==> config.mk <==
export PLATFORM = sky130hd
export DESIGN_NAME = frame_count_to_smpte_timecode_core
export DESIGN_NICKNAME = d
export VERILOG_FILES = /design/src/rtl/core/fc2tc_pkg.sv /design/src/rtl/core/frame_count_to_smpte_timecode_core.sv
export VERILOG_INCLUDE_DIRS = /design/src /design/src/rtl/core
export SDC_FILE = /design/constraint.sdc
export NUM_CORES = 1
export LEC_CHECK = 0
export BUFFER_PORTS_ARGS = -buffer_cell sky130_fd_sc_hd__buf_4
export CAP_MARGIN = 20
export CORE_MARGIN = 2
export CORE_UTILIZATION = 40
export CTS_BUF_LIST = sky130_fd_sc_hd__clkbuf_8 sky130_fd_sc_hd__clkbuf_16
export CTS_CLUSTER_DIAMETER = 150
export DETAILED_ROUTE_END_ITERATION = 6
export GPL_ROUTABILITY_DRIVEN = 0
export SETUP_SLACK_MARGIN = 0.2
export SYNTH_ARGS = -nofsm -noshare
export SYNTH_HDL_FRONTEND = slang
export SYNTH_SLANG_ARGS = --single-unit
==> constraint.sdc <==
create_clock -name i_clk -period 7.65 [get_ports i_clk]
set_clock_uncertainty 0.1 [all_clocks]
set_input_delay 2.295 -clock i_clk [delete_from_list [all_inputs] [get_ports i_clk]]
set_output_delay 2.295 -clock i_clk [all_outputs]
set_load 0.02 [all_outputs]
==> src/rtl/core/frame_count_to_smpte_timecode_core_macros.svh <==
// Assertion macros shared by the timecode converter RTL.
`ifndef FRAME_COUNT_TO_SMPTE_TIMECODE_CORE_MACROS_SVH
`define FRAME_COUNT_TO_SMPTE_TIMECODE_CORE_MACROS_SVH

// Same-cycle implication, checked at every rising edge outside reset.
`define FC2TC_ASSERT_NOW(label, clk, rst_n, ante, cons) \
    label: assert property (@(posedge clk) disable iff (!rst_n) (ante) |-> (cons)) \
        else $error("timecode converter assertion failed");

// Next-cycle implication, checked at every rising edge outside reset.
`define FC2TC_ASSERT_NEXT(label, clk, rst_n, ante, cons) \
    label: assert property (@(posedge clk) disable iff (!rst_n) (ante) |=> (cons)) \
        else $error("timecode converter assertion failed");

`endif

==> src/rtl/core/fc2tc_pkg.sv <==
// Package with types and constants of the frame count to timecode converter.
`default_nettype none

package fc2tc_pkg;

    // Field and register widths.
    localparam int RATE_W   = 7;
    localparam int INDEX_W  = 31;
    localparam int HOURS_W  = 5;
    localparam int MIN_W    = 6;
    localparam int SEC_W    = 6;
    localparam int FRAMES_W = 7;
    localparam int DROP_W   = 3;
    localparam int PMIN_W   = 13;
    localparam int PTEN_W   = 17;
    localparam int PHOUR_W  = 19;
    localparam int CNT_W    = 5;
    localparam int PADDR_W  = 3;
    localparam int PDATA_W  = 32;

    // Register map.
    localparam logic [PADDR_W-1:0] ADDR_FRAME_RATE = 3'd0;
    localparam logic [PADDR_W-1:0] ADDR_DROP_MODE  = 3'd4;

    // Reset values of the registers.
    localparam logic [RATE_W-1:0] FRAME_RATE_RST = 7'd30;
    localparam logic              DROP_MODE_RST  = 1'b0;

    // Timecode constants.
    localparam int SEC_PER_MIN     = 60;
    localparam int MIN_PER_BLOCK   = 10;
    localparam int DROP_MINUTES    = 9;
    localparam int BLOCKS_PER_HOUR = 6;
    localparam int HOURS_PER_DAY   = 24;
    localparam int LAST_SECONDS    = 59;
    localparam int FAST_RATE       = 60;
    localparam logic [DROP_W-1:0] DROP_FAST = 3'd4;
    localparam logic [DROP_W-1:0] DROP_STD  = 3'd2;

    // Bit indexes of the first bit fed to the divider in each stage.
    localparam logic [CNT_W-1:0] CNT_HOUR = 5'd30;
    localparam logic [CNT_W-1:0] CNT_TEN  = 5'd18;
    localparam logic [CNT_W-1:0] CNT_MIN  = 5'd16;
    localparam logic [CNT_W-1:0] CNT_SEC  = 5'd12;

    // Sequencer states.
    typedef enum logic [1:0] {
        S_IDLE,
        S_DIV,
        S_POST
    } t_state;

    // Which division the shared divider is working on.
    typedef enum logic [1:0] {
        ST_HOUR,
        ST_TEN,
        ST_MIN,
        ST_SEC
    } t_stage;

endpackage

`default_nettype wire

==> src/rtl/core/frame_count_to_smpte_timecode_core.sv <==
// Top level of the frame count to SMPTE timecode converter.
//
//  channel   direction  handshake                        payload
//  command   in         start & !busy                    i_frame_index
//  result    out        o_done (one cycle, no backpress) o_hours .. o_overflow
//  config    in         psel & penable & pwrite & pready pwdata, paddr, prdata
//
// One shared restoring divider, one quotient bit per cycle, does every division.
// A conversion divides for the hour, for the ten-minute block and for the minute or
// second, once more for the second past second zero of a dropped minute, with a fix-up
// step after each division; a count of 24 hours or more ends after the hour division.
// busy is high from the cycle after acceptance until the result strobe.
// Reset is synchronous, active low, and restores the register defaults.
// The receiver cannot stall: each result is shown for exactly one cycle.
`default_nettype none

`include "frame_count_to_smpte_timecode_core_macros.svh"

module frame_count_to_smpte_timecode_core (
    input  wire logic                               i_clk,
    input  wire logic                               i_rst_n,
    // Command channel.
    input  wire logic                               start,
    output logic                                    busy,
    input  wire logic [fc2tc_pkg::INDEX_W-1:0]      i_frame_index,
    // Result channel.
    output logic                                    o_done,
    output logic [fc2tc_pkg::HOURS_W-1:0]           o_hours,
    output logic [fc2tc_pkg::MIN_W-1:0]             o_minutes,
    output logic [fc2tc_pkg::SEC_W-1:0]             o_seconds,
    output logic [fc2tc_pkg::FRAMES_W-1:0]          o_frames,
    output logic                                    o_is_drop,
    output logic                                    o_overflow,
    // Configuration port.
    input  wire logic                               psel,
    input  wire logic                               penable,
    input  wire logic                               pwrite,
    input  wire logic [fc2tc_pkg::PADDR_W-1:0]      paddr,
    input  wire logic [fc2tc_pkg::PDATA_W-1:0]      pwdata,
    output logic [fc2tc_pkg::PDATA_W-1:0]           prdata,
    output logic                                    pready
);

    // Sequencer and divider registers.
    fc2tc_pkg::t_state                     r_state, n_state;
    fc2tc_pkg::t_stage                     r_stage, n_stage;
    logic                                  r_done, n_done;
    logic [fc2tc_pkg::INDEX_W-1:0]         r_dvd, n_dvd;
    logic [fc2tc_pkg::PHOUR_W-1:0]         r_div, n_div;
    logic [fc2tc_pkg::PHOUR_W-1:0]         r_rem, n_rem;
    logic [fc2tc_pkg::INDEX_W-1:0]         r_quo, n_quo;
    logic [fc2tc_pkg::CNT_W-1:0]           r_cnt, n_cnt;
    logic                                  r_sec_base, n_sec_base;

    // Configuration registers.
    logic [fc2tc_pkg::RATE_W-1:0]          r_frame_rate;
    logic                                  r_drop_mode;

    // Per-transaction constants derived from the configuration.
    logic [fc2tc_pkg::RATE_W-1:0]          r_rate, n_rate;
    logic [fc2tc_pkg::DROP_W-1:0]          r_drop, n_drop;
    logic [fc2tc_pkg::PMIN_W-1:0]          r_per_min, n_per_min;
    logic [fc2tc_pkg::RATE_W-1:0]          r_first, n_first;
    logic [fc2tc_pkg::PMIN_W-1:0]          r_mlen, n_mlen;
    logic [fc2tc_pkg::PTEN_W-1:0]          r_per_ten, n_per_ten;

    // Result registers.
    logic [fc2tc_pkg::HOURS_W-1:0]         r_hours, n_hours;
    logic [fc2tc_pkg::MIN_W-1:0]           r_minutes, n_minutes;
    logic [fc2tc_pkg::SEC_W-1:0]           r_seconds, n_seconds;
    logic [fc2tc_pkg::FRAMES_W-1:0]        r_frames, n_frames;
    logic                                  r_is_drop, n_is_drop;
    logic                                  r_overflow, n_overflow;

    // Combinational helpers.
    logic                                  cfg_write;
    logic                                  accept;
    logic [fc2tc_pkg::RATE_W-1:0]          rate_eff;
    logic [fc2tc_pkg::DROP_W-1:0]          drop_eff;
    logic [fc2tc_pkg::PMIN_W-1:0]          per_min_eff;
    logic [fc2tc_pkg::PTEN_W-1:0]          per_ten_eff;
    logic [fc2tc_pkg::PHOUR_W-1:0]         per_hour_eff;
    logic [fc2tc_pkg::RATE_W-1:0]          first_eff;
    logic [fc2tc_pkg::PMIN_W-1:0]          mlen_eff;
    logic [fc2tc_pkg::PHOUR_W:0]           trial;
    logic [fc2tc_pkg::PHOUR_W:0]           trial_diff;
    logic                                  trial_ge;
    logic [fc2tc_pkg::PMIN_W-1:0]          min_rem;

    assign cfg_write = psel && penable && pwrite && pready;
    assign accept    = start && !busy;
    assign busy      = (r_state != fc2tc_pkg::S_IDLE);
    assign pready    = 1'b1;

    // Register read-back.
    always_comb begin
        case (paddr)
            fc2tc_pkg::ADDR_FRAME_RATE:
                prdata = {{(fc2tc_pkg::PDATA_W-fc2tc_pkg::RATE_W){1'b0}}, r_frame_rate};
            fc2tc_pkg::ADDR_DROP_MODE:
                prdata = {{(fc2tc_pkg::PDATA_W-1){1'b0}}, r_drop_mode};
            default:
                prdata = '0;
        endcase
    end

    // Configuration writes.
    always_ff @(posedge i_clk) begin
        if (!i_rst_n) begin
            r_frame_rate <= fc2tc_pkg::FRAME_RATE_RST;
            r_drop_mode  <= fc2tc_pkg::DROP_MODE_RST;
        end else if (cfg_write) begin
            case (paddr)
                fc2tc_pkg::ADDR_FRAME_RATE: r_frame_rate <= pwdata[fc2tc_pkg::RATE_W-1:0];
                fc2tc_pkg::ADDR_DROP_MODE:  r_drop_mode  <= pwdata[0];
                default: ;
            endcase
        end
    end

    // Block sizes for the configured rate and mode; a zero rate counts as one.
    always_comb begin
        rate_eff     = (r_frame_rate == '0) ? 7'd1 : r_frame_rate;
        drop_eff     = !r_drop_mode ? 3'd0 :
                       ((rate_eff == 7'(fc2tc_pkg::FAST_RATE)) ? fc2tc_pkg::DROP_FAST
                                                               : fc2tc_pkg::DROP_STD);
        per_min_eff  = 13'(32'(rate_eff) * fc2tc_pkg::SEC_PER_MIN);
        per_ten_eff  = 17'(32'(rate_eff) * (fc2tc_pkg::SEC_PER_MIN * fc2tc_pkg::MIN_PER_BLOCK)
                       - 32'(drop_eff) * fc2tc_pkg::DROP_MINUTES);
        per_hour_eff = 19'(32'(per_ten_eff) * fc2tc_pkg::BLOCKS_PER_HOUR);
        first_eff    = ({4'd0, drop_eff} < rate_eff) ? (rate_eff - {4'd0, drop_eff}) : 7'd1;
        mlen_eff     = 13'(32'(first_eff) + 32'(rate_eff) * fc2tc_pkg::LAST_SECONDS);
    end

    // Shared divider step: shift in one dividend bit, compare and subtract.
    always_comb begin
        trial      = {r_rem, r_dvd[r_cnt]};
        trial_diff = trial - {1'b0, r_div};
        trial_ge   = (trial >= {1'b0, r_div});
        min_rem    = r_rem[fc2tc_pkg::PMIN_W-1:0];
    end

    // Sequencer: next state, divider loads and result capture.
    always_comb begin
        n_state    = r_state;
        n_stage    = r_stage;
        n_done     = 1'b0;
        n_dvd      = r_dvd;
        n_div      = r_div;
        n_rem      = r_rem;
        n_quo      = r_quo;
        n_cnt      = r_cnt;
        n_sec_base = r_sec_base;
        n_rate     = r_rate;
        n_drop     = r_drop;
        n_per_min  = r_per_min;
        n_first    = r_first;
        n_mlen     = r_mlen;
        n_per_ten  = r_per_ten;
        n_hours    = r_hours;
        n_minutes  = r_minutes;
        n_seconds  = r_seconds;
        n_frames   = r_frames;
        n_is_drop  = r_is_drop;
        n_overflow = r_overflow;

        case (r_state)
            fc2tc_pkg::S_IDLE: begin
                if (accept) begin
                    n_rate    = rate_eff;
                    n_drop    = drop_eff;
                    n_per_min = per_min_eff;
                    n_first   = first_eff;
                    n_mlen    = mlen_eff;
                    n_per_ten = per_ten_eff;
                    n_dvd     = i_frame_index;
                    n_div     = per_hour_eff;
                    n_rem     = '0;
                    n_quo     = '0;
                    n_cnt     = fc2tc_pkg::CNT_HOUR;
                    n_stage   = fc2tc_pkg::ST_HOUR;
                    n_state   = fc2tc_pkg::S_DIV;
                end
            end

            fc2tc_pkg::S_DIV: begin
                n_rem = trial_ge ? trial_diff[fc2tc_pkg::PHOUR_W-1:0]
                                 : trial[fc2tc_pkg::PHOUR_W-1:0];
                n_quo = {r_quo[fc2tc_pkg::INDEX_W-2:0], trial_ge};
                if (r_cnt == '0) begin
                    n_state = fc2tc_pkg::S_POST;
                end else begin
                    n_cnt = r_cnt - 5'd1;
                end
            end

            fc2tc_pkg::S_POST: begin
                n_rem   = '0;
                n_quo   = '0;
                n_state = fc2tc_pkg::S_DIV;
                case (r_stage)
                    fc2tc_pkg::ST_HOUR: begin
                        if (r_quo >= 31'(fc2tc_pkg::HOURS_PER_DAY)) begin
                            // Day overflow: report zeros with the flag.
                            n_hours    = '0;
                            n_minutes  = '0;
                            n_seconds  = '0;
                            n_frames   = '0;
                            n_overflow = 1'b1;
                            n_is_drop  = r_drop_mode;
                            n_done     = 1'b1;
                            n_state    = fc2tc_pkg::S_IDLE;
                        end else begin
                            n_hours = r_quo[fc2tc_pkg::HOURS_W-1:0];
                            n_dvd   = {12'd0, r_rem};
                            n_div   = {2'd0, r_per_ten};
                            n_cnt   = fc2tc_pkg::CNT_TEN;
                            n_stage = fc2tc_pkg::ST_TEN;
                        end
                    end

                    fc2tc_pkg::ST_TEN: begin
                        n_minutes = 6'(32'(r_quo[2:0]) * fc2tc_pkg::MIN_PER_BLOCK);
                        n_cnt     = fc2tc_pkg::CNT_MIN;
                        if (r_rem < {6'd0, r_per_min}) begin
                            // First minute of a block is never dropped.
                            n_dvd      = {12'd0, r_rem};
                            n_div      = {12'd0, r_rate};
                            n_sec_base = 1'b0;
                            n_stage    = fc2tc_pkg::ST_SEC;
                        end else begin
                            n_dvd   = {12'd0, r_rem - {6'd0, r_per_min}};
                            n_div   = {6'd0, r_mlen};
                            n_stage = fc2tc_pkg::ST_MIN;
                        end
                    end

                    fc2tc_pkg::ST_MIN: begin
                        n_minutes = r_minutes + 6'd1 + {2'd0, r_quo[3:0]};
                        if (min_rem < {6'd0, r_first}) begin
                            // Inside second zero of a dropped minute.
                            n_seconds  = '0;
                            n_frames   = 7'({4'd0, r_drop} + min_rem);
                            n_overflow = 1'b0;
                            n_is_drop  = r_drop_mode;
                            n_done     = 1'b1;
                            n_state    = fc2tc_pkg::S_IDLE;
                        end else begin
                            n_dvd      = {18'd0, min_rem - {6'd0, r_first}};
                            n_div      = {12'd0, r_rate};
                            n_cnt      = fc2tc_pkg::CNT_SEC;
                            n_sec_base = 1'b1;
                            n_stage    = fc2tc_pkg::ST_SEC;
                        end
                    end

                    fc2tc_pkg::ST_SEC: begin
                        n_seconds  = r_quo[fc2tc_pkg::SEC_W-1:0] + {5'd0, r_sec_base};
                        n_frames   = r_rem[fc2tc_pkg::FRAMES_W-1:0];
                        n_overflow = 1'b0;
                        n_is_drop  = r_drop_mode;
                        n_done     = 1'b1;
                        n_state    = fc2tc_pkg::S_IDLE;
                    end

                    default: begin
                        n_state = fc2tc_pkg::S_IDLE;
                    end
                endcase
            end

            default: begin
                n_state = fc2tc_pkg::S_IDLE;
            end
        endcase
    end

    // State and datapath registers.
    always_ff @(posedge i_clk) begin
        if (!i_rst_n) begin
            r_state <= fc2tc_pkg::S_IDLE;
            r_stage <= fc2tc_pkg::ST_HOUR;
            r_done  <= 1'b0;
        end else begin
            r_state <= n_state;
            r_stage <= n_stage;
            r_done  <= n_done;
        end
        r_dvd      <= n_dvd;
        r_div      <= n_div;
        r_rem      <= n_rem;
        r_quo      <= n_quo;
        r_cnt      <= n_cnt;
        r_sec_base <= n_sec_base;
        r_rate     <= n_rate;
        r_drop     <= n_drop;
        r_per_min  <= n_per_min;
        r_first    <= n_first;
        r_mlen     <= n_mlen;
        r_per_ten  <= n_per_ten;
        r_hours    <= n_hours;
        r_minutes  <= n_minutes;
        r_seconds  <= n_seconds;
        r_frames   <= n_frames;
        r_is_drop  <= n_is_drop;
        r_overflow <= n_overflow;
    end

    assign o_done     = r_done;
    assign o_hours    = r_hours;
    assign o_minutes  = r_minutes;
    assign o_seconds  = r_seconds;
    assign o_frames   = r_frames;
    assign o_is_drop  = r_is_drop;
    assign o_overflow = r_overflow;

    // The result strobe comes only while the sequencer is back in idle.
    `FC2TC_ASSERT_NOW(a_done_idle, i_clk, i_rst_n, o_done, !busy)
    // An accepted transaction keeps the block busy in the next cycle.
    `FC2TC_ASSERT_NEXT(a_accept_busy, i_clk, i_rst_n, start && !busy, busy && !o_done)
    // A valid timecode stays inside its field ranges.
    `FC2TC_ASSERT_NOW(a_tc_range, i_clk, i_rst_n, o_done && !o_overflow,
        (o_hours < 5'd24) && (o_minutes < 6'd60) && (o_seconds < 6'd60))
    // An overflow result carries zero timecode fields.
    `FC2TC_ASSERT_NOW(a_ovf_zero, i_clk, i_rst_n, o_done && o_overflow,
        (o_hours == '0) && (o_minutes == '0) && (o_seconds == '0) && (o_frames == '0))

endmodule

`default_nettype wire

### Yosys cells after proc, flatten, opt, wreduce, memory -nomap -nowiden

Cells that the tools add are included.

| storage, ports and cells | value |
|---|---|
| register bits | 203 |
| bits of input ports | 72 |
| output and inout port bits | 61 |
| word-level logic and storage cells | 151 |

| cells by class | value |
|---|---|
| add/sub/neg operators | 11 |
| $mul | 6 |
| magnitude comparators | 6 |
| equal/unequal tests | 17 |
| multiplexer cells | 61 |
| reduce and logical (&&, ||, !) cells | 27 |

Operators with widths:

| cell | number |
|---|---|
| 31-bit one-hot mux with 3 select lines | 2 |
| 31-bit two-way mux | 4 |
| 19-bit two-way mux | 6 |
| 19-bit one-hot mux with 3 select lines | 2 |
| 31-bit one-hot mux with 2 select lines | 1 |
| 19-bit one-hot mux with 2 select lines | 1 |
| 6-bit one-hot mux with 3 select lines | 2 |
| 31-bit by 5-bit >= comparator with 1-bit output, second input constant | 1 |
| 5-bit one-hot mux with 3 select lines | 2 |
| 7-bit two-way mux | 4 |
| 7-bit one-hot mux with 3 select lines | 1 |
| 20-bit by 19-bit >= comparator with 1-bit output | 1 |
| 5-bit two-way mux | 4 |
| 19-bit by 13-bit < comparator with 1-bit output | 1 |
| 19-bit by 13-bit subtractor with 19-bit output | 1 |
| 19-bit subtractor | 1 |
| 17-bit by 2-bit multiplier with 18-bit output, second input constant | 1 |
| 17-bit by 7-bit subtractor with 17-bit output | 1 |
| 7-bit by 7-bit multiplier with 14-bit output, second input constant | 1 |
| 2-bit != test, second input constant | 7 |
| 7-bit one-hot mux with 2 select lines | 1 |
| 2-bit AND reduction | 7 |
| 7-bit by 13-bit adder with 13-bit output | 1 |
| 13-bit by 7-bit < comparator with 1-bit output | 1 |
| other kinds (41) | 74 |

### Depth between registers and ports, before layout

Gate-level depths: netlist of the first run.

| depth | value |
|---|---|
| depth in word-level cells | 10 |
| mapped depth | 28 |
| depth with buffers taken out | 27 |

### Least setup slack after synthesis of the first run

Ideal clock, no wire load.

| path | value |
|---|---|
| path type | reg2reg |
| start | reg r_frame_rate[3] (netlist name) |
| end | reg r_div[17] (netlist name), data pin |
| setup time | 0.262 ns |
| arrival time | 6.095 ns |
| data required time | 7.288 ns |
| slack | 1.193 ns |
| stages on the path, launching flop included | 25 |
| path buffers | 1 |
| period minus slack after synthesis | 6.457 ns |
| cell sequence | dfxtp_1 clkbuf_1 inv_1 ha_1 nor2b_1 a21oi_1 inv_1 ha_1 ha_1 fa_1 ha_1 a41o_1 or3_4 nand4_1 nand3_1 or4_4 and2_4 inv_1 ha_1 nand3_1 nor3_1 a2111oi_0 and3_1 mux2i_1 mux2_1 |

| between the ends | value |
|---|---|
| longest elaborated chain between the ends | 10 |
| elaborated cells on any way between the ends | 11 |
| classes of those cells | add/sub (1); mul (3); eq/ne (1); mux (5); reduce/logical (1) |

Ends and longest elaborated chain:

| item | RTL line | source |
|---|---|---|
| from (decl) | frame_count_to_smpte_timecode_core.sv:56 | `logic [fc2tc_pkg::RATE_W-1:0] r_frame_rate;` |
| from (signal assigned) | frame_count_to_smpte_timecode_core.sv:110 | `r_frame_rate <= fc2tc_pkg::FRAME_RATE_RST;` |
| from (signal assigned) | frame_count_to_smpte_timecode_core.sv:114 | `fc2tc_pkg::ADDR_FRAME_RATE: r_frame_rate <= pwdata[fc2tc_pkg::RATE_W-1:0];` |
| 7-bit logical NOT | frame_count_to_smpte_timecode_core.sv:123 | `rate_eff = (r_frame_rate == '0) ? 7'd1 : r_frame_rate;` |
| 7-bit two-way mux * | frame_count_to_smpte_timecode_core.sv:123 |  |
| 7-bit by 6-bit == test with 1-bit output | frame_count_to_smpte_timecode_core.sv:125 | `((rate_eff == 7'(fc2tc_pkg::FAST_RATE)) ? fc2tc_pkg::DROP_FAST` |
| 3-bit two-way mux | frame_count_to_smpte_timecode_core.sv:125 |  |
| 3-bit two-way mux | frame_count_to_smpte_timecode_core.sv:124 | `drop_eff = !r_drop_mode ? 3'd0 :` |
| 3-bit by 4-bit multiplier with 7-bit output | frame_count_to_smpte_timecode_core.sv:129 | `- 32'(drop_eff) * fc2tc_pkg::DROP_MINUTES);` |
| 17-bit by 7-bit subtractor with 17-bit output * | frame_count_to_smpte_timecode_core.sv:129 |  |
| named net per_ten_eff, one bit | frame_count_to_smpte_timecode_core.sv:81 | `logic [fc2tc_pkg::PTEN_W-1:0] per_ten_eff;` |
| 17-bit by 2-bit multiplier with 18-bit output * | frame_count_to_smpte_timecode_core.sv:130 | `per_hour_eff = 19'(32'(per_ten_eff) * fc2tc_pkg::BLOCKS_PER_HOUR);` |
| 19-bit two-way mux * | frame_count_to_smpte_timecode_core.sv:169 | `if (accept) begin` |
| 19-bit one-hot mux with 2 select lines * | frame_count_to_smpte_timecode_core.sv:167 | `case (r_state)` |
| to (signal assigned) | frame_count_to_smpte_timecode_core.sv:290 | `r_div <= n_div;` |
| to (decl) | frame_count_to_smpte_timecode_core.sv:49 | `logic [fc2tc_pkg::PHOUR_W-1:0] r_div, n_div;` |

The timed path passes the listed nets; every way through them passes the cells marked *. The select of a mux whose other input is x is not followed.
A chain may end at the register's enable or synchronous reset.

### Worst setup path after layout of the first run

| path | value |
|---|---|
| start | reg r_frame_rate[5] (netlist name) |
| end | reg r_div[17] (netlist name), data pin |

| between the ends | value |
|---|---|
| longest elaborated chain between the ends | 10 |
| elaborated cells on any way between the ends | 11 |
| classes of those cells | add/sub (1); mul (3); eq/ne (1); mux (5); reduce/logical (1) |

Ends and longest elaborated chain:

| item | RTL line | source |
|---|---|---|
| 7-bit logical NOT * | frame_count_to_smpte_timecode_core.sv:123 |  |
| 7-bit two-way mux * | frame_count_to_smpte_timecode_core.sv:123 |  |
| named net rate_eff, one bit | frame_count_to_smpte_timecode_core.sv:78 | `logic [fc2tc_pkg::RATE_W-1:0] rate_eff;` |
| 7-bit by 6-bit == test with 1-bit output | frame_count_to_smpte_timecode_core.sv:125 |  |
| 3-bit two-way mux | frame_count_to_smpte_timecode_core.sv:125 |  |
| 3-bit two-way mux | frame_count_to_smpte_timecode_core.sv:124 |  |
| 3-bit by 4-bit multiplier with 7-bit output | frame_count_to_smpte_timecode_core.sv:129 |  |
| 17-bit by 7-bit subtractor with 17-bit output * | frame_count_to_smpte_timecode_core.sv:129 |  |
| named net per_ten_eff, one bit | frame_count_to_smpte_timecode_core.sv:81 |  |
| 17-bit by 2-bit multiplier with 18-bit output * | frame_count_to_smpte_timecode_core.sv:130 |  |
| 19-bit two-way mux * | frame_count_to_smpte_timecode_core.sv:169 |  |
| 19-bit one-hot mux with 2 select lines * | frame_count_to_smpte_timecode_core.sv:167 |  |

Marks and branches as above.

==> results by group, run 1 <==
GRT
  • Antenna violations before repair: 0
  • Overall global routing resource usage: 0.187
  • GRT overflow: 0
  • Via count of the first global-routing pass: around 10000
  • Global-route wire length before repair: about 56000 um
  • Largest net degree at the start of global routing: 57

Setup path
  • Worst-path maximum fanout: 9
  • Crit start category: register
  • Worst EP required: 7.75 ns
  • WP data arrival: 6.95 ns
  • CP Capture Type: register
  • Kind of critical path: register to register

Status
  • Status: complete, no violations

Synthesis
  • Cell Area, Synth: approximately 15000 um^2
  • Yosys reg bits: a little under 200
  • Syn_area_per_cell: around 11 um^2
  • Synth top area share: 0.380
  • Most frequent cell after synthesis: edfxtp_1
  • Main synth FF type: edfxtp_1
  • Top cells by area, synth: edfxtp_1 (38%), ha_1 (13%), fa_1 (4.2%), xnor2_1 (4.1%), inv_1 (3.3%)
  • Synth area leader: edfxtp_1
  • Distinct cells, synth: 92
  • Mapped Cells: between 1000 and 1500
  • EDFF count, synth: 186
  • Async S/R FF share, synth: 0
  • Commonest cells in the netlist: edfxtp_1 (186), ha_1 (154), inv_1 (131)
  • Synth warnings: 0
  • Seq/Total Area, Yosys: 0.398

STA
  • Final Hold Vio Count: 0
  • Maximum clock frequency: ~0.15 GHz
  • Endpoints failing setup: 0
  • RSZ-0062 raised after global routing: false
  • Final TNS setup: 0 ns
  • Max Transition Viols Final: 0
  • Setup WS post-layout: approximately 0.8 ns
  • Rel. slew slack: 0.404
  • Worst-margin pin slew: a little under 0.9 ns
  • Fin crit share: 0.895
  • Minimum clock period: 6.85 ns

Final layout
  • Area grow syn2layout: 11.2%
  • Final core occ: 0.449
  • Antenna diodes: 0
  • # nets final: around 1700
  • Share of cells above drive strength 1: 0.117

Placement
  • IO Port Bufs: between 80 and 90
  • Pre-CTS WS: between 0.7 and 0.8 ns
  • Final HPWL DP: 27300 um

Detailed routing
  • DRT iter0 DRCs: around 560
  • Via count: 10400
  • Average via count per standard cell: between 5 and 6
  • DRC viols: 0
  • Routed Antenna Nets: 0
  • WL per Instance: about 18 um
  • Initial DRT Pass Iterations: 7
  • Routed Wire Length: 35400 um

Floorplan
  • Die area: between 30000 and 40000 um^2
  • Initial Util: 0.403
  • Die height: 196 um
  • Die width: between 150 and 200 um
  • Io pins: ~130
  • Core Region: between 30000 and 40000 um^2
  • Row cnt: 70

Job
  • Max Cap Viol: 0

Clocking
  • Post-CTS setup buffer count: 0
  • H-tree depth: 4
  • CTS tree: yes
  • Max Buffers Root-to-Sink: 2
  • CTS sink cnt: a little under 200
  • Number of CTS-inserted buffers: 17
  • Worst-Skew Late Latency: 0.45 ns
  • CTS clk-pin slew, worst paths: 0.08 ns
  • Root Buffer: clkbuf_16

Power and ir drop
  • Worst vdd ir: about 0.18 mV
  • Overall power: just over 4000 uW
  • Pwr dens: between 200 and 300 nW/um^2
  • Static Leak: around 0.007 uW

Hold path
  • Worst hold-check path type: register to register
-- layout make-up --
type | instances | area, um^2
clock buffers | 17 | 425
clock inverters | 15 | 135
fillers | 3455 | 20100
inverters | 134 | 503
multi-input cells | 1018 | 8100
flip-flops and latches | 199 | 5850
well taps | 468 | 586
repair buffers | 100 | 751
-- registers in the layout, indices dropped and copies added (netlist names) --
register / cells
r_state: 2
r_drop: 1
r_sec_base: 1
o_minutes: 6
o_seconds: 6
r_rate: 7
r_first: 7
o_hours: 5
r_quo: 31
o_overflow: 1
r_rem: 19
r_drop_mode: 1
r_stage: 2
o_is_drop: 1
r_mlen: 13
o_done: 1
r_div: 19
r_dvd: 31
o_frames: 7
r_cnt: 5
r_per_min: 10
r_frame_rate: 7
r_per_ten: 16
-- routing by layer --
layer  wire length, um  up-vias  GRT usage
met1             15900     4971      0.243
met2             16700      244      0.313
met3              1520       53     0.0263
met5                 0        -          0
met4              1280        0     0.0802
li1                  -     5130          -
-- placed cells by master, fill, tap and decap left out, drive strengths merged, types with 7 or more instances in the layout --
cell type / count
edfxtp: 186
ha: 154
inv: 140
buf: 100
nor2: 95
a21oi: 77
nand2: 72
xnor2: 70
and2: 55
o21ai: 46
fa: 31
xor2: 29
a21o: 27
mux2i: 27
nor2b: 26
conb: 26
nor3: 25
nand3: 20
clkbuf: 17
nand2b: 15
and3: 15
dfxtp: 13
o21bai: 13
nor4: 11
or3: 11
a211oi: 10
o2bb2ai: 10
o21a: 9
clkinv: 9
mux4: 8
a221oi: 8
a22oi: 7
a221o: 7
-- kinds of logic (layout without fill, tap and decap cells) --
| group | Yosys count | count (layout) | synth area share |
|---|---|---|---|
| flops | 199 | 199 | 0.398 |
| compound gates | 288 | 288 | 0.137 |
| fa+ha+maj | 185 | 185 | 0.173 |
| other cells | 2 | 26 | 0.000511 |
| mux | 38 | 38 | 0.0329 |
| buf+inv | 199 | 266 | 0.0592 |
| simple gates | 381 | 381 | 0.137 |
| xor+xnor | 100 | 100 | 0.0623 |
-- path summary, 6_finish.rpt --
path	from	cells past startpoint	endpoint	slack, ns
hold / removal	r_per_ten[14]	2	r_div[14]	0.44
setup reg to reg	r_frame_rate[5]	24	r_div[17]	0.80
setup / recovery	r_frame_rate[5]	24	r_div[17]	0.80
hold reg to reg	r_per_ten[14]	2	r_div[14]	0.44
-- per-stage QoR --
step	instances	area [um^2]	hold WS, ns
2_1_floorplan	1416	14800	0.394
5_1_grt	1951	16300	0.464
3_5_place_dp	1919	15800	0.420
6_report	1951	16300	0.436
4_1_cts	1951	16300	0.440
3_3_place_gp	1919	15800	0.416
-- report_power, final --
group	leakage (uW)	internal [uW]	switching, uW
registers	0.00187	1480	195
logic	0.00486	677	884
clock network	0.000283	431	451
total	0.00701	2590	1530
-- worst max-delay path, cell delays in order, from the launching register on --
cell       delay (ns)
dfxtp_1          0.56
inv_1            0.12
ha_1             0.21
nor2b_1          0.15
nand3b_1         0.20
and2_1           0.51
ha_1             0.33
ha_1             0.33
fa_1             0.46
ha_1             0.37
a21oi_1          0.15
nor2b_1          0.07
or3_4            0.42
nand4_1          0.13
nand3_1          0.11
or4_4            0.55
and2_4           0.17
inv_1            0.08
ha_1             0.29
nand3_1          0.12
nor3_1           0.05
a2111oi_1        0.42
a21oi_1          0.08
mux2i_1          0.25
mux2_1           0.34
-- repair_timing --
item | CTS | global route
endpoints found under the setup margin | 0 | 1
endpoints found under the hold margin | 0 | 0
hold buffers | 0 | 0
resized for setup | 0 | 1
No activity file was read; power rests on OpenSTA's default activity.
==> run 2, diff against run 1 <==
--- a/config.mk
+++ b/config.mk
@@ -14,6 +14,8 @@
 export CTS_CLUSTER_DIAMETER = 150
 export DETAILED_ROUTE_END_ITERATION = 6
 export GPL_ROUTABILITY_DRIVEN = 0
+export PLACE_DENSITY = 0.55
+export REMOVE_ABC_BUFFERS = 1
 export SETUP_SLACK_MARGIN = 0.2
 export SYNTH_ARGS = -nofsm -noshare
 export SYNTH_HDL_FRONTEND = slang
==> results by group, run 2 (same netlist as run 1, synthesis figures left out) <==
Status
  • Status: complete, no violations

STA
  • Worst-margin pin slew: 0.904 ns (+0.0139 ns)
  • RSZ-0062 raised after global routing: false
  • Minimum clock period: 6.60 ns (-0.246 ns)
  • Setup WS post-layout: 1.05 ns (+0.246 ns)
  • Max Transition Viols Final: 0 (unchanged)
  • Endpoints failing setup: 0 (unchanged)
  • Fin crit share: 0.863 (-0.0321)
  • Final Hold Vio Count: 0 (unchanged)
  • Maximum clock frequency: 0.151 GHz (+3.7%)
  • Final TNS setup: 0 ns (unchanged)
  • Rel. slew slack: 0.395 (-0.00931)

Clocking
  • Post-CTS setup buffer count: 0 (unchanged)
  • Max Buffers Root-to-Sink: 2 (unchanged)
  • CTS clk-pin slew, worst paths: 0.07 ns (about the same)
  • Root Buffer: clkbuf_16
  • Worst-Skew Late Latency: 0.45 ns (about the same)
  • CTS tree: yes
  • Hold Buf Count CTS: 0 (unchanged)
  • H-tree depth: 4 (unchanged)
  • CTS sink cnt: 199 (unchanged)
  • Number of CTS-inserted buffers: 17 (unchanged)
  • PostCTS Resize Cnt: 0 (unchanged)

Job
  • Max Cap Viol: 0 (unchanged)

Floorplan
  • Io pins: 133 (unchanged)
  • Initial Util: 0.403 (unchanged)
  • Row cnt: 70 (unchanged)
  • Die area: 38300 um^2 (unchanged)
  • Core Region: 36400 um^2 (unchanged)
  • Die height: 196 um (unchanged)
  • Die width: 196 um (unchanged)

GRT
  • GRT overflow: 0 (unchanged)
  • Overall global routing resource usage: 0.191 (+0.00419)
  • Global-route wire length before repair: 56600 um (+1.7%)
  • Antenna violations before repair: 0 (unchanged)
  • Largest net degree at the start of global routing: 57 (unchanged)
  • Via count of the first global-routing pass: 10400 (+1.1%)

Final layout
  • Area of the multi-input gates: 8100 um^2 (unchanged)
  • Final core occ: 0.449 (about the same)
  • Fillers: 3492 (+1.1%)
  • Non-Filler Instances: 1950 (-0.051%)
  • Reg area: 5850 um^2 (unchanged)
  • Area grow syn2layout: 11.2% (about the same)
  • Top Registers: r_dvd x31, r_quo x31
  • Share of cells above drive strength 1: 0.115 (-0.00195)
  • Commonest cells after routing, fill and taps aside: edfxtp_1 (186), ha_1 (153), inv_1 (131)
  • # nets final: 1727 (unchanged)
  • Commonest non-fill, non-tap cell in the layout: edfxtp_1
  • Antenna diodes: 0 (unchanged)

Detailed routing
  • WL per Instance: 18.3 um (+1.0%)
  • DRT iter0 DRCs: 528 (-4.9%)
  • Routed Wire Length: 35800 um (+0.99%)
  • Initial DRT Pass Iterations: 5 (-2)
  • Average via count per standard cell: 5.31 (-0.41%)
  • Via count: 10400 (-0.46%)
  • DRC viols: 0 (unchanged)
  • Routed Antenna Nets: 0 (unchanged)

Setup path
  • Kind of critical path: register to register
  • Critical path's largest stage delay: 0.52 ns (-0.04 ns)
  • Worst EP required: 7.75 ns (about the same)
  • Worst-path maximum fanout: 9 (unchanged)
  • CP most frequent cell: ha_1
  • R2r startpoint: r_frame_rate[5]
  • Crit. Startpoint: r_frame_rate[5]
  • CP Capture Type: register
  • Crit start category: register
  • WP data arrival: 6.70 ns (-0.25 ns)
  • CP max-delay cell: or4_4

Placement
  • Post-placement cell count: 1918 (-0.052%)
  • Final HPWL DP: 27500 um (+0.85%)
  • Pre-CTS WS: 0.944 ns (+0.185 ns)
  • IO Port Bufs: 81 (unchanged)

Power and ir drop
  • Static Leak: 0.00699 uW (-0.20%)
  • Worst vdd ir: 0.169 mV (-7.5%)
  • Pwr dens: 253 nW/um^2 (+0.56%)

Hold path
  • Worst hold-check path type: register to register
  • Hold Startpoint: r_per_ten[15]
## run 2: changes by cell type in the layout (fill, tap and decap cells not counted), sizes merged
cell / before / now
clkinvlp: 0 / 2
bufinv: 0 / 1
inv: 140 / 136
## run 2: cell type report
cell class,instances,area share
clock buffers,17,0.0260
inverters,134,0.0308
multi-input cells,1018,0.496
clock inverters,14,0.00765
flip-flops and latches,199,0.358
well taps,468,0.0358
repair buffers,100,0.0464
## run 2: through the flow
stage / area (um^2) / hold WS [ns] / power (uW)
final: 16300 / 0.445 / 4140
after global placement: 15800 / 0.411 / 3240
after global routing: 16300 / 0.480 / 4410
after CTS: 16300 / 0.450 / 4160
after floorplan: 14400 / 0.395 / 2840
after detailed placement: 15800 / 0.433 / 3280
## run 2: critical path, delay by kind of cell, from the launching register on
kind                     cells  cell delay (ns)
adder cells (fa/ha/maj)      6             1.95
AND/OR/NAND/NOR              9             1.81
AO/OA/AOI/OAI                5             1.06
multiplexers                 2             0.56
flip-flops                   1             0.42
XOR/XNOR                     1             0.22
buffers and inverters        2             0.21
## run 2: routing by layer
layer  up-vias  part of all wire  GRT usage
li1       5136                 -          -
met1      4930              0.45      0.245
met2       236              0.49      0.329
met3        48             0.041     0.0318
met4         0             0.025     0.0617
met5         -                 0          0
## run 2: power breakdown
group          internal (uW)  leakage [uW]  switching (uW)
logic                    684       0.00486             894
clock network            450      0.000265             419
registers               1480       0.00187             213
## run 2: final timing paths
| check | to | cells past startpoint | slack, ns |
|---|---|---|---|
| max | r_div[17] | 25 | 1.05 |
| min | r_div[15] | 2 | 0.44 |
| max reg2reg | r_div[17] | 25 | 1.05 |
| min reg2reg | r_div[15] | 2 | 0.44 |
